<file path="src/rtl/hilbert_curve_converter_macros.svh">
// Assertion macros used by the converter's cell RTL.
`ifndef HILBERT_CURVE_CONVERTER_MACROS_SVH
`define HILBERT_CURVE_CONVERTER_MACROS_SVH

`ifndef SYNTHESIS

// Same-cycle implication, checked on every rising edge out of reset.
`define HCC_ASSERT_IMPLIES(label, clk, rstn, ante, cons) \
    label: assert property (@(posedge clk) disable iff (!(rstn)) (ante) |-> (cons)) \
        else $error("hilbert_curve_converter: assertion failed");

// Next-cycle implication, checked on every rising edge out of reset.
`define HCC_ASSERT_NEXT(label, clk, rstn, ante, cons) \
    label: assert property (@(posedge clk) disable iff (!(rstn)) (ante) |=> (cons)) \
        else $error("hilbert_curve_converter: assertion failed");

`else

`define HCC_ASSERT_IMPLIES(label, clk, rstn, ante, cons)
`define HCC_ASSERT_NEXT(label, clk, rstn, ante, cons)

`endif

`endif

</file>
<file path="src/rtl/hcc_pkg.sv">
package hcc_pkg;

    // Field widths fixed by the interface.
    localparam int COORD_W  = 16;
    localparam int INDEX_W  = 32;
    localparam int CFG_W    = 5;
    localparam int LEVEL_W  = 5;

    // Default level count and the reset value of the side register.
    localparam int              MAX_LEVELS_DEFAULT = 16;
    localparam logic [CFG_W-1:0] GRID_LOG2_RESET    = 5'd8;

    // Direction codes.
    localparam logic KIND_XY_TO_D = 1'b0;
    localparam logic KIND_D_TO_XY = 1'b1;

    // One item as it travels down the row of cells.
    typedef struct packed {
        logic               kind;
        logic [COORD_W-1:0] src_x;
        logic [COORD_W-1:0] src_y;
        logic [INDEX_W-1:0] src_d;
        logic [COORD_W-1:0] res_x;
        logic [COORD_W-1:0] res_y;
        logic [INDEX_W-1:0] res_d;
        logic               cmp;   // pending complement of the sub-square
        logic               swp;   // pending swap of the sub-square
    } item_t;

endpackage

</file>
<file path="src/rtl/hcc_cell.sv">
`include "hilbert_curve_converter_macros.svh"

module hcc_cell #(
    parameter int LEVEL = 0
) (
    input  logic                         aclk,
    input  logic                         aresetn,
    input  logic [hcc_pkg::LEVEL_W-1:0]  levels,
    input  logic                         valid_in,
    output logic                         ready_out,
    input  hcc_pkg::item_t               item_in,
    output logic                         valid_out,
    input  logic                         ready_in,
    output hcc_pkg::item_t               item_out
);

    localparam int LEVEL_W = hcc_pkg::LEVEL_W;

    logic           valid_reg;
    hcc_pkg::item_t data_reg;
    hcc_pkg::item_t data_next;
    logic           load;
    logic           level_on;
    logic           xb, yb, a, b, rx, ry;
    logic [1:0]     quad;

    // The stage takes a new transfer when empty or when its content moves on.
    assign ready_out = !valid_reg || ready_in;
    assign load      = valid_in && ready_out;
    assign level_on  = (LEVEL_W'(LEVEL) < levels);

    // Quadrant of this level, with the pending rotation of the sub-square applied.
    always_comb begin
        data_next = item_in;
        xb   = item_in.src_x[LEVEL];
        yb   = item_in.src_y[LEVEL];
        quad = item_in.src_d[2*LEVEL +: 2];
        a    = 1'b0;
        b    = 1'b0;
        rx   = 1'b0;
        ry   = 1'b0;
        if (item_in.kind == hcc_pkg::KIND_XY_TO_D) begin
            // Swap first, then complement, to map grid bits onto the quadrant.
            a  = item_in.swp ? yb : xb;
            b  = item_in.swp ? xb : yb;
            rx = a ^ item_in.cmp;
            ry = b ^ item_in.cmp;
            if (level_on) begin
                data_next.res_d[2*LEVEL +: 2] = {rx, rx ^ ry};
            end
        end else begin
            // Inverse mapping: complement first, then swap.
            rx = quad[1];
            ry = quad[0] ^ quad[1];
            a  = rx ^ item_in.cmp;
            b  = ry ^ item_in.cmp;
            if (level_on) begin
                data_next.res_x[LEVEL] = item_in.swp ? b : a;
                data_next.res_y[LEVEL] = item_in.swp ? a : b;
            end
        end
        // The lower sub-square turns when the quadrant lies in the bottom row.
        if (level_on && !ry) begin
            data_next.cmp = item_in.cmp ^ rx;
            data_next.swp = !item_in.swp;
        end
    end

    // Stage register.
    always_ff @(posedge aclk) begin
        if (!aresetn) begin
            valid_reg <= 1'b0;
        end else if (ready_out) begin
            valid_reg <= valid_in;
        end
    end

    always_ff @(posedge aclk) begin
        if (load) begin
            data_reg <= data_next;
        end
    end

    assign valid_out = valid_reg;
    assign item_out  = data_reg;

    // A stalled stage keeps its item.
    `HCC_ASSERT_NEXT(a_hold_on_stall, aclk, aresetn, valid_reg && !ready_in,
        valid_reg && $stable(data_reg))
    // A level beyond the grid leaves the item untouched.
    `HCC_ASSERT_NEXT(a_idle_level_passes, aclk, aresetn, load && !level_on,
        data_reg == $past(item_in))
    // A transfer toward the index never writes coordinates.
    `HCC_ASSERT_NEXT(a_xy_kind_keeps_coords, aclk, aresetn,
        load && (item_in.kind == hcc_pkg::KIND_XY_TO_D),
        (data_reg.res_x == $past(item_in.res_x)) && (data_reg.res_y == $past(item_in.res_y)))
    // A transfer toward coordinates never writes the index.
    `HCC_ASSERT_NEXT(a_d_kind_keeps_index, aclk, aresetn,
        load && (item_in.kind == hcc_pkg::KIND_D_TO_XY),
        data_reg.res_d == $past(item_in.res_d))

endmodule

</file>
<file path="src/rtl/hilbert_curve_converter.sv">
// Channel  | Ports                                        | Direction
// ---------+----------------------------------------------+----------
// input    | s_valid s_ready s_kind s_x_coord s_y_coord   | in
//          | s_curve_index                                |
// result   | m_valid m_ready m_index_out m_x_out m_y_out  | out
// config   | cfg_wr_en cfg_wr_data (grid_side_log2)       | in
//
// One transfer is accepted per cycle unless a stall on m_ready has filled the row; each
// result passes through the cells in order, one cell per Hilbert level, finest level in the last cell.
// Each cell is a register stage with its own valid bit, so empty stages keep
// filling while the output waits on m_ready.
// Reset is synchronous and active low; it empties the row and sets grid_side_log2 to 8.
module hilbert_curve_converter #(
    parameter int MAX_LEVELS = hcc_pkg::MAX_LEVELS_DEFAULT
) (
    input  logic                          aclk,
    input  logic                          aresetn,
    input  logic                          cfg_wr_en,
    input  logic [hcc_pkg::CFG_W-1:0]     cfg_wr_data,
    input  logic                          s_valid,
    output logic                          s_ready,
    input  logic                          s_kind,
    input  logic [hcc_pkg::COORD_W-1:0]   s_x_coord,
    input  logic [hcc_pkg::COORD_W-1:0]   s_y_coord,
    input  logic [hcc_pkg::INDEX_W-1:0]   s_curve_index,
    output logic                          m_valid,
    input  logic                          m_ready,
    output logic [hcc_pkg::INDEX_W-1:0]   m_index_out,
    output logic [hcc_pkg::COORD_W-1:0]   m_x_out,
    output logic [hcc_pkg::COORD_W-1:0]   m_y_out
);

    // Coordinates are 16 bits wide, so no more than 16 levels ever apply.
    localparam int NUM_CELLS = (MAX_LEVELS < hcc_pkg::COORD_W) ? MAX_LEVELS
                                                                : hcc_pkg::COORD_W;
    localparam int LEVEL_W   = hcc_pkg::LEVEL_W;

    logic [hcc_pkg::CFG_W-1:0] grid_side_log2_reg;
    logic [LEVEL_W-1:0]        levels;

    logic                      valid_chain [NUM_CELLS+1];
    logic                      ready_chain [NUM_CELLS+1];
    hcc_pkg::item_t            item_chain  [NUM_CELLS+1];

    // Side register.
    always_ff @(posedge aclk) begin
        if (!aresetn) begin
            grid_side_log2_reg <= hcc_pkg::GRID_LOG2_RESET;
        end else if (cfg_wr_en) begin
            grid_side_log2_reg <= cfg_wr_data;
        end
    end

    // Effective level count, clamped to the number of cells.
    assign levels = (grid_side_log2_reg > LEVEL_W'(NUM_CELLS)) ? LEVEL_W'(NUM_CELLS)
                                                               : grid_side_log2_reg;

    // Fresh items start with no pending rotation and empty results.
    always_comb begin
        item_chain[0]       = '0;
        item_chain[0].kind  = s_kind;
        item_chain[0].src_x = s_x_coord;
        item_chain[0].src_y = s_y_coord;
        item_chain[0].src_d = s_curve_index;
    end

    assign valid_chain[0] = s_valid;
    assign s_ready        = ready_chain[0];

    // Row of cells, coarsest level first.
    for (genvar k = 0; k < NUM_CELLS; k++) begin : g_cell
        hcc_cell #(
            .LEVEL(NUM_CELLS - 1 - k)
        ) u_cell (
            .aclk      (aclk),
            .aresetn   (aresetn),
            .levels    (levels),
            .valid_in  (valid_chain[k]),
            .ready_out (ready_chain[k]),
            .item_in   (item_chain[k]),
            .valid_out (valid_chain[k+1]),
            .ready_in  (ready_chain[k+1]),
            .item_out  (item_chain[k+1])
        );
    end

    // The last cell's register drives the result channel.
    assign ready_chain[NUM_CELLS] = m_ready;
    assign m_valid     = valid_chain[NUM_CELLS];
    assign m_index_out = item_chain[NUM_CELLS].res_d;
    assign m_x_out     = item_chain[NUM_CELLS].res_x;
    assign m_y_out     = item_chain[NUM_CELLS].res_y;

endmodule
</file>
<file path="config.mk">
export PLATFORM = sky130hd
export DESIGN_NAME = hilbert_curve_converter
export DESIGN_NICKNAME = d
export VERILOG_FILES = /design/src/rtl/hcc_pkg.sv /design/src/rtl/hcc_cell.sv /design/src/rtl/hilbert_curve_converter.sv
export VERILOG_INCLUDE_DIRS = /design/src /design/src/rtl
export SDC_FILE = /design/constraint.sdc
export NUM_CORES = 1
export LEC_CHECK = 0
export BUFFER_PORTS_ARGS = -buffer_cell sky130_fd_sc_hd__buf_2
export CAP_MARGIN = 5
export CORE_ASPECT_RATIO = 1.1
export CORE_MARGIN = 4
export CORE_UTILIZATION = 71
export CTS_BUF_LIST = sky130_fd_sc_hd__clkbuf_2
export CTS_CLUSTER_DIAMETER = 30
export DETAILED_ROUTE_END_ITERATION = 8
export PLACE_DENSITY = 0.95
export SLEW_MARGIN = 20
export SYNTH_ARGS = -nofsm -noshare
export SYNTH_HDL_FRONTEND = slang
export SYNTH_HIERARCHICAL = 1
export SYNTH_SLANG_ARGS = --single-unit
</file>
<file path="constraint.sdc">
create_clock -name aclk -period 12.8 [get_ports aclk]
set_input_delay 1.28 -clock aclk [delete_from_list [all_inputs] [get_ports aclk]]
set_output_delay 1.28 -clock aclk [all_outputs]
set_load 0.005 [all_outputs]
</file>
==> impl_metrics.ini, run 1 <==
[outcome]
outcome = finished, final reports clean

[cts]
maximum_root_to_sink_buffer_count = 4
cts_tree = built
post_cts_resize_count = 0
clock_insertion_delay_at_the_later_pin_of_the_skew_report_ns = 1.42
numClockSinks = 1570
clk_pin_slew_worst_paths_ns = 0.10
clock_tree.root_cell = clkbuf_2
cts_max_level = 5
cts-buffers-inserted = 346

[logic_synthesis]
synthesis.instances = 2215
yosys_warnings = 6
netlist_area_mm2 = 0.05162
syn_area_per_cell_um2 = 23.31

[global_route]
grt_util_all_layers_pct = 22.64
wire_length_of_the_first_global_routing_pass_mm = 131.9
grt_start_max_net_pins = 95
grt_overflow_total = 0
grt_pass1_vias = 23450
grt_antenna_before_repair = 1

[final_layout]
area_growth_syn_to_layout_pct = 10.82
layout-drive-gt1-share_pct = 25.61
final_non_filler_cells = 3996
post-route-util_pct = 79.55
layout.cells.most_common = edfxtp_1
layout.cell_area.non_filler_mm2 = 0.05721
seq_area_mm2 = 0.04694
num-nets-final = 2897
mostFrequentLayoutCells = edfxtp_1, clkbuf_2, buf_2, nand2_1, conb_1
final.fill_count = 3286
multi_input_area_mm2 = 0.004601
number_of_flip_flops_under_the_largest_register_name = 1549

[critical_path]
worstPathCellList = nand2b_1 -> nand2b_1 -> nand2b_1 -> nand2b_1 -> nand2b_1 -> nand2b_1 -> nand2b_1 -> nand2b_1 -> nand2b_1 -> nand2b_1 -> nand2b_1 -> nand2b_1 -> nand2b_1 -> nand2b_1 -> nand2b_1 -> nand2b_1 -> buf_2
worst_path_most_repeated_cell = nand2b_1
reg2reg_depth = 18
critical_path.startpoint_type = flip-flop
data_required_time_of_the_worst_path_ns = 11.52
cpPeakStageDelay_ns = 0.36
timing.rr.end = g_cell[0].u_cell/item_out[4]
worst_r2r_startpoint = g_cell[15].u_cell/valid_out
cp_max_fo = 3
critical-path-slowest-cell = dfxtp_1
critical_path_arrival_ns = 5.09
timing.setup.critical_path_class = flip-flop to output pin
critical_path.endpoint_type = output pin
regToRegSetupSlack_ns = 7.97

[place]
io_buffer_count = 140
place_ws_ns = 6.932
gp_congestion = 0.8076
place.detailed.hpwl_mm = 50.25
place_area_mm2 = 0.05365
placed_cells = 3357

[floorplan]
row_count = 103
initial_utilization_pct = 71.79
floorplan.die.width_um = 265.1
pin_count = 141
die-height_um = 290.8
coreArea_mm2 = 0.07191
die_area_mm2 = 0.07709

[routing]
drt_iter0_drc = 2469
drt-vias-per-instance = 5.573
highest_layer = met4
drt_first_pass_iters = 6
wl_met3_mm = 6.445
routedWlPerCell_um = 21.53
final_antenna_net_count = 0
drcViolationCount = 0
via_count = 22270
drt_wl_total_mm = 86.01
drt-met1-wl_mm = 29.45
met2_length_mm = 46.84

[timing]
hold_ws_ns = 0.2469
min_period_ns = 6.370
clock.fmax_ghz = 0.1570
finClkSkew_ns = 0.1521
number_of_setup_violations_in_the_final_report = 0
rsz0062_at_grt = false
setup_tns_ns = 0
tightest_slew_ns = 1.158
report.final.slew_viol_count = 0
final_hold_viol_count = 0
final_critical_path_setup_slack_ns = 6.430
max_slew_margin_pct = 22.42
portion_of_the_clock_cycle_consumed_by_the_worst_path_in_the_final_layout_pct = 49.76

[hold_path]
timing.hold.worst.start = cfg_wr_data[0]
timing.hold.worst_path_depth = 3
worst_hold_path.endpoint = grid_side_log2_reg[0]
min_path_type = primary input to flip-flop

[power]
switching_power_mw = 1.903
p_clk_share_pct = 33.3
p_int_mw = 6.806
p_leak_nw = 19.38
power_density_mw_per_mm2 = 152.2
fin_total_pwr_mw = 8.708
pwr-share-comb_pct = 1.6
part_of_the_power_in_registers_pct = 65.1
sw_frac_of_total_pct = 21.85
peakVddDrop_mv = 0.09362

[job]
max_cap_viol_count = 0
-- layer usage --
layer | GRT usage, % | vias up
met3 | 5.723 | 269
met2 | 40.52 | 1225
met4 | 9.845 | 0
li1 | - | 10020
met1 | 25.98 | 10760
met5 | 0 | -
-- worst max-delay path: cells and delay by family, from the launching register on --
family | cells | cell delay, ns
AND/OR/NAND/NOR | 16 | 3.21
buffers and inverters | 1 | 0.16
flip-flops | 1 | 0.36
-- power groups by stage --
stage | Clock, mW | Sequential (mW) | Combinational (mW)
2_1_floorplan | 0 | 5.77 | 0.0808
3_3_place_gp | 0 | 5.78 | 0.107
3_5_place_dp | 0 | 5.78 | 0.120
4_1_cts | 2.97 | 5.67 | 0.138
5_1_grt | 3.31 | 5.67 | 0.152
6_report | 2.90 | 5.67 | 0.142
-- what timing repair did --
| action | in CTS | in global routing |
|---|---|---|
| hold endpoints to repair | 62 | 0 |
| setup buffers | 0 | 0 |
| hold buffers | 62 | 0 |
-- worst max path at each step --
stage	from	slack [ns]	end
floorplan	m_ready	6.23	g_cell[0].u_cell/item_out[0]
global placement	m_ready	7.14	s_ready
detailed placement	m_ready	6.93	g_cell[0].u_cell/item_out[98]
CTS	g_cell[15].u_cell/valid_out	6.31	s_ready
global route	g_cell[15].u_cell/valid_out	6.02	s_ready
finish	g_cell[15].u_cell/valid_out	6.43	s_ready
-- cell type report --
cell class	instances	area share (%)
Sequential cell	1570	82.04
Multi-Input combinational cell	658	8.042
Clock buffer	496	4.339
Timing Repair Buffer	220	2.565
Tap cell	945	2.067
Clock inverter	79	0.7633
Inverter	26	0.1706
Antenna cell	2	0.008748
Power figures use the tool's default switching activity.
==> run 2, diff against run 1 <==
--- a/config.mk
+++ b/config.mk
@@ -10,11 +10,11 @@
 export CAP_MARGIN = 5
 export CORE_ASPECT_RATIO = 1.1
 export CORE_MARGIN = 4
-export CORE_UTILIZATION = 71
+export CORE_UTILIZATION = 66
 export CTS_BUF_LIST = sky130_fd_sc_hd__clkbuf_2
 export CTS_CLUSTER_DIAMETER = 30
 export DETAILED_ROUTE_END_ITERATION = 8
-export PLACE_DENSITY = 0.95
+export PLACE_DENSITY = 0.9
 export SLEW_MARGIN = 20
 export SYNTH_ARGS = -nofsm -noshare
 export SYNTH_HDL_FRONTEND = slang
==> constraint.sdc (replaced) <==
create_clock -name aclk -period 6.3 [get_ports aclk]
set_input_delay 0.63 -clock aclk [delete_from_list [all_inputs] [get_ports aclk]]
set_output_delay 0.63 -clock aclk [all_outputs]
set_load 0.005 [all_outputs]
==> run 2 against run 1 <==
Sequential power increased by 100%. Hold slack better by 0.059 ns. Non-clock buffer count up 100. Combinational power up 140%.
==> impl_metrics.ini, run 2 (synthesis results as in run 1) <==
[routing]
via_count = 22370
drcViolationCount = 0
drt-vias-per-instance = 5.310
drt_iter0_drc = 1789
drt_wl_total_mm = 83.28
routedWlPerCell_um = 19.77
final_antenna_net_count = 0
drt_first_pass_iters = 6

[place]
io_buffer_count = 140
gp_congestion = 0.8503
place.detailed.hpwl_mm = 46.91

[timing]
portion_of_the_clock_cycle_consumed_by_the_worst_path_in_the_final_layout_pct = 93.39
final_hold_viol_count = 0
hold_ws_ns = 0.3054
tightest_slew_ns = 1.105
report.final.slew_viol_count = 0
number_of_setup_violations_in_the_final_report = 0
setup_tns_ns = 0
rsz0062_at_grt = false
clock.fmax_ghz = 0.1700
max_slew_margin_pct = 26.33
finClkSkew_ns = 0.1397
min_period_ns = 5.883

[global_route]
grt_overflow_total = 0
grt_pass1_vias = 23780
wire_length_of_the_first_global_routing_pass_mm = 129.4
grt_util_all_layers_pct = 20.74
grt_antenna_before_repair = 4
grt_start_max_net_pins = 88

[critical_path]
data_required_time_of_the_worst_path_ns = 5.67
timing.critical_path.max_delay_family = simple AND/OR/NAND/NOR gates
timing.rr.end = g_cell[0].u_cell/item_out[51]
reg2reg_depth = 19
critical_path.endpoint_type = output pin
critical_path_buf_inv_count = 1
critical_path_arrival_ns = 5.25
critical_path.startpoint_type = flip-flop
timing.setup.critical_path_class = flip-flop to output pin
cpPeakStageDelay_ns = 0.46
worst_path_most_repeated_cell = nand2b_1
worstPathCellList = nand2b_1 -> nand2b_1 -> nand2b_1 -> nand2b_1 -> nand2b_1 -> nand2b_1 -> nand2b_1 -> nand2b_1 -> nand2b_1 -> nand2b_1 -> nand2b_1 -> nand2b_1 -> nand2b_1 -> nand2b_1 -> nand2b_1 -> nand2b_1 -> buf_2
regToRegSetupSlack_ns = 1.37
worst_r2r_startpoint = g_cell[15].u_cell/valid_out
cp_max_fo = 3
critical-path-slowest-cell = dfxtp_1

[power]
p_int_mw = 14.01
fin_total_pwr_mw = 17.90
sw_frac_of_total_pct = 21.71
switching_power_mw = 3.886
pwr-share-comb_pct = 1.9
part_of_the_power_in_registers_pct = 64.3
p_leak_nw = 19.87
p_clk_share_pct = 33.8
peakVddDrop_mv = 0.1951
power_density_mw_per_mm2 = 305.6

[cts]
numClockSinks = 1570
clock_insertion_delay_at_the_later_pin_of_the_skew_report_ns = 1.52
maximum_root_to_sink_buffer_count = 4
cts-buffers-inserted = 353
cts_max_level = 5
clk_pin_slew_worst_paths_ns = 0.17
cts_tree = built
clock_tree.root_cell = clkbuf_2
cts_post_setup_buffers_inserted = 0

[final_layout]
layout.cells.most_common = edfxtp_1
area_growth_syn_to_layout_pct = 13.43
number_of_flip_flops_under_the_largest_register_name = 1549
num-nets-final = 3004
mostFrequentLayoutCells = edfxtp_1, clkbuf_2, dlygate4sd3_1, buf_2, clkinv_1
layout-drive-gt1-share_pct = 24.23
post-route-util_pct = 75.54

[floorplan]
coreArea_mm2 = 0.07752
die-height_um = 301.3
initial_utilization_pct = 66.60
pin_count = 141
row_count = 107
die_area_mm2 = 0.08276
floorplan.die.width_um = 274.7

[outcome]
outcome = finished, final reports clean

[hold_path]
worst_hold_path.endpoint = g_cell[0].u_cell/item_out[19]
timing.hold.worst_path_depth = 3
min_path_type = primary input to flip-flop
timing.hold.worst.start = s_valid

[job]
max_cap_viol_count = 0
## run 2: changes by cell type in the layout (fill, tap and decap cells not counted), moves of 3 or more
cell,change
bufinv_16,+4
clkinv_1,+41
buf_6,-3
buf_4,+3
dlygate4sd3_1,+96
clkbuf_2,-15
clkinv_2,-5
## run 2: power by group through the flow
stage               clock [mW]  sequential [mW]  combinational, mW
global route              6.90             11.5              0.363
CTS                       6.18             11.5              0.324
floorplan                    0             11.7              0.164
finish                    6.05             11.5              0.339
global placement             0             11.7              0.220
detailed placement           0             11.7              0.242
## run 2: how the worst max path moves through the flow
stage                                           start                       endpoint  slack (ns)  depth (start not counted)
final                     g_cell[15].u_cell/valid_out                        s_ready        0.42                         17
after global placement                        m_ready  g_cell[0].u_cell/item_out[67]        1.62                         19
after global routing      g_cell[15].u_cell/valid_out                        s_ready        0.02                         17
after floorplan                               m_ready   g_cell[0].u_cell/item_out[0]        0.38                         17
after CTS                 g_cell[15].u_cell/valid_out                        s_ready        0.49                         17
after detailed placement                      m_ready  g_cell[0].u_cell/item_out[98]        1.43                         19
## run 2: timing repair
action,4_1_cts,5_1_grt
hold endpoints to repair,168,0
resized for setup,0,0
hold buffers,158,0
## run 2: layout make-up
type / count / area [um^2]
fillers: 3893 / 18960
multi-input cells: 658 / 4601
repair buffers: 320 / 2512
clock inverters: 119 / 695.7
flip-flops and latches: 1570 / 46940
clock buffers: 481 / 2407
diodes: 4 / 10.01
inverters: 26 / 97.59
well taps: 1035 / 1295
## run 2: stage by stage
step / instance area, um^2 / cells / setup slack, ns
5_1_grt: 58550 / 4213 / 0.01606
3_3_place_gp: 53810 / 3449 / 1.622
6_report: 58550 / 4213 / 0.4166
2_1_floorplan: 51880 / 2284 / 0.3770
4_1_cts: 58490 / 4207 / 0.4870
3_5_place_dp: 53810 / 3449 / 1.432
## run 2: tightest hold or removal path, stage by stage
cell and delay (ns):
dlygate4sd3_1 0.53, buf_2 0.13, and2_4 0.27
## run 2: layer usage
metal	track usage [%]	up-vias	routed length (um)	share of wire, %
met4	9.437	0	2968	3.6
met1	23.29	10860	29010	35
met3	5.323	237	5222	6.3
li1	-	10290	-	-
met5	0	-	0	0
met2	37.29	992	46080	55
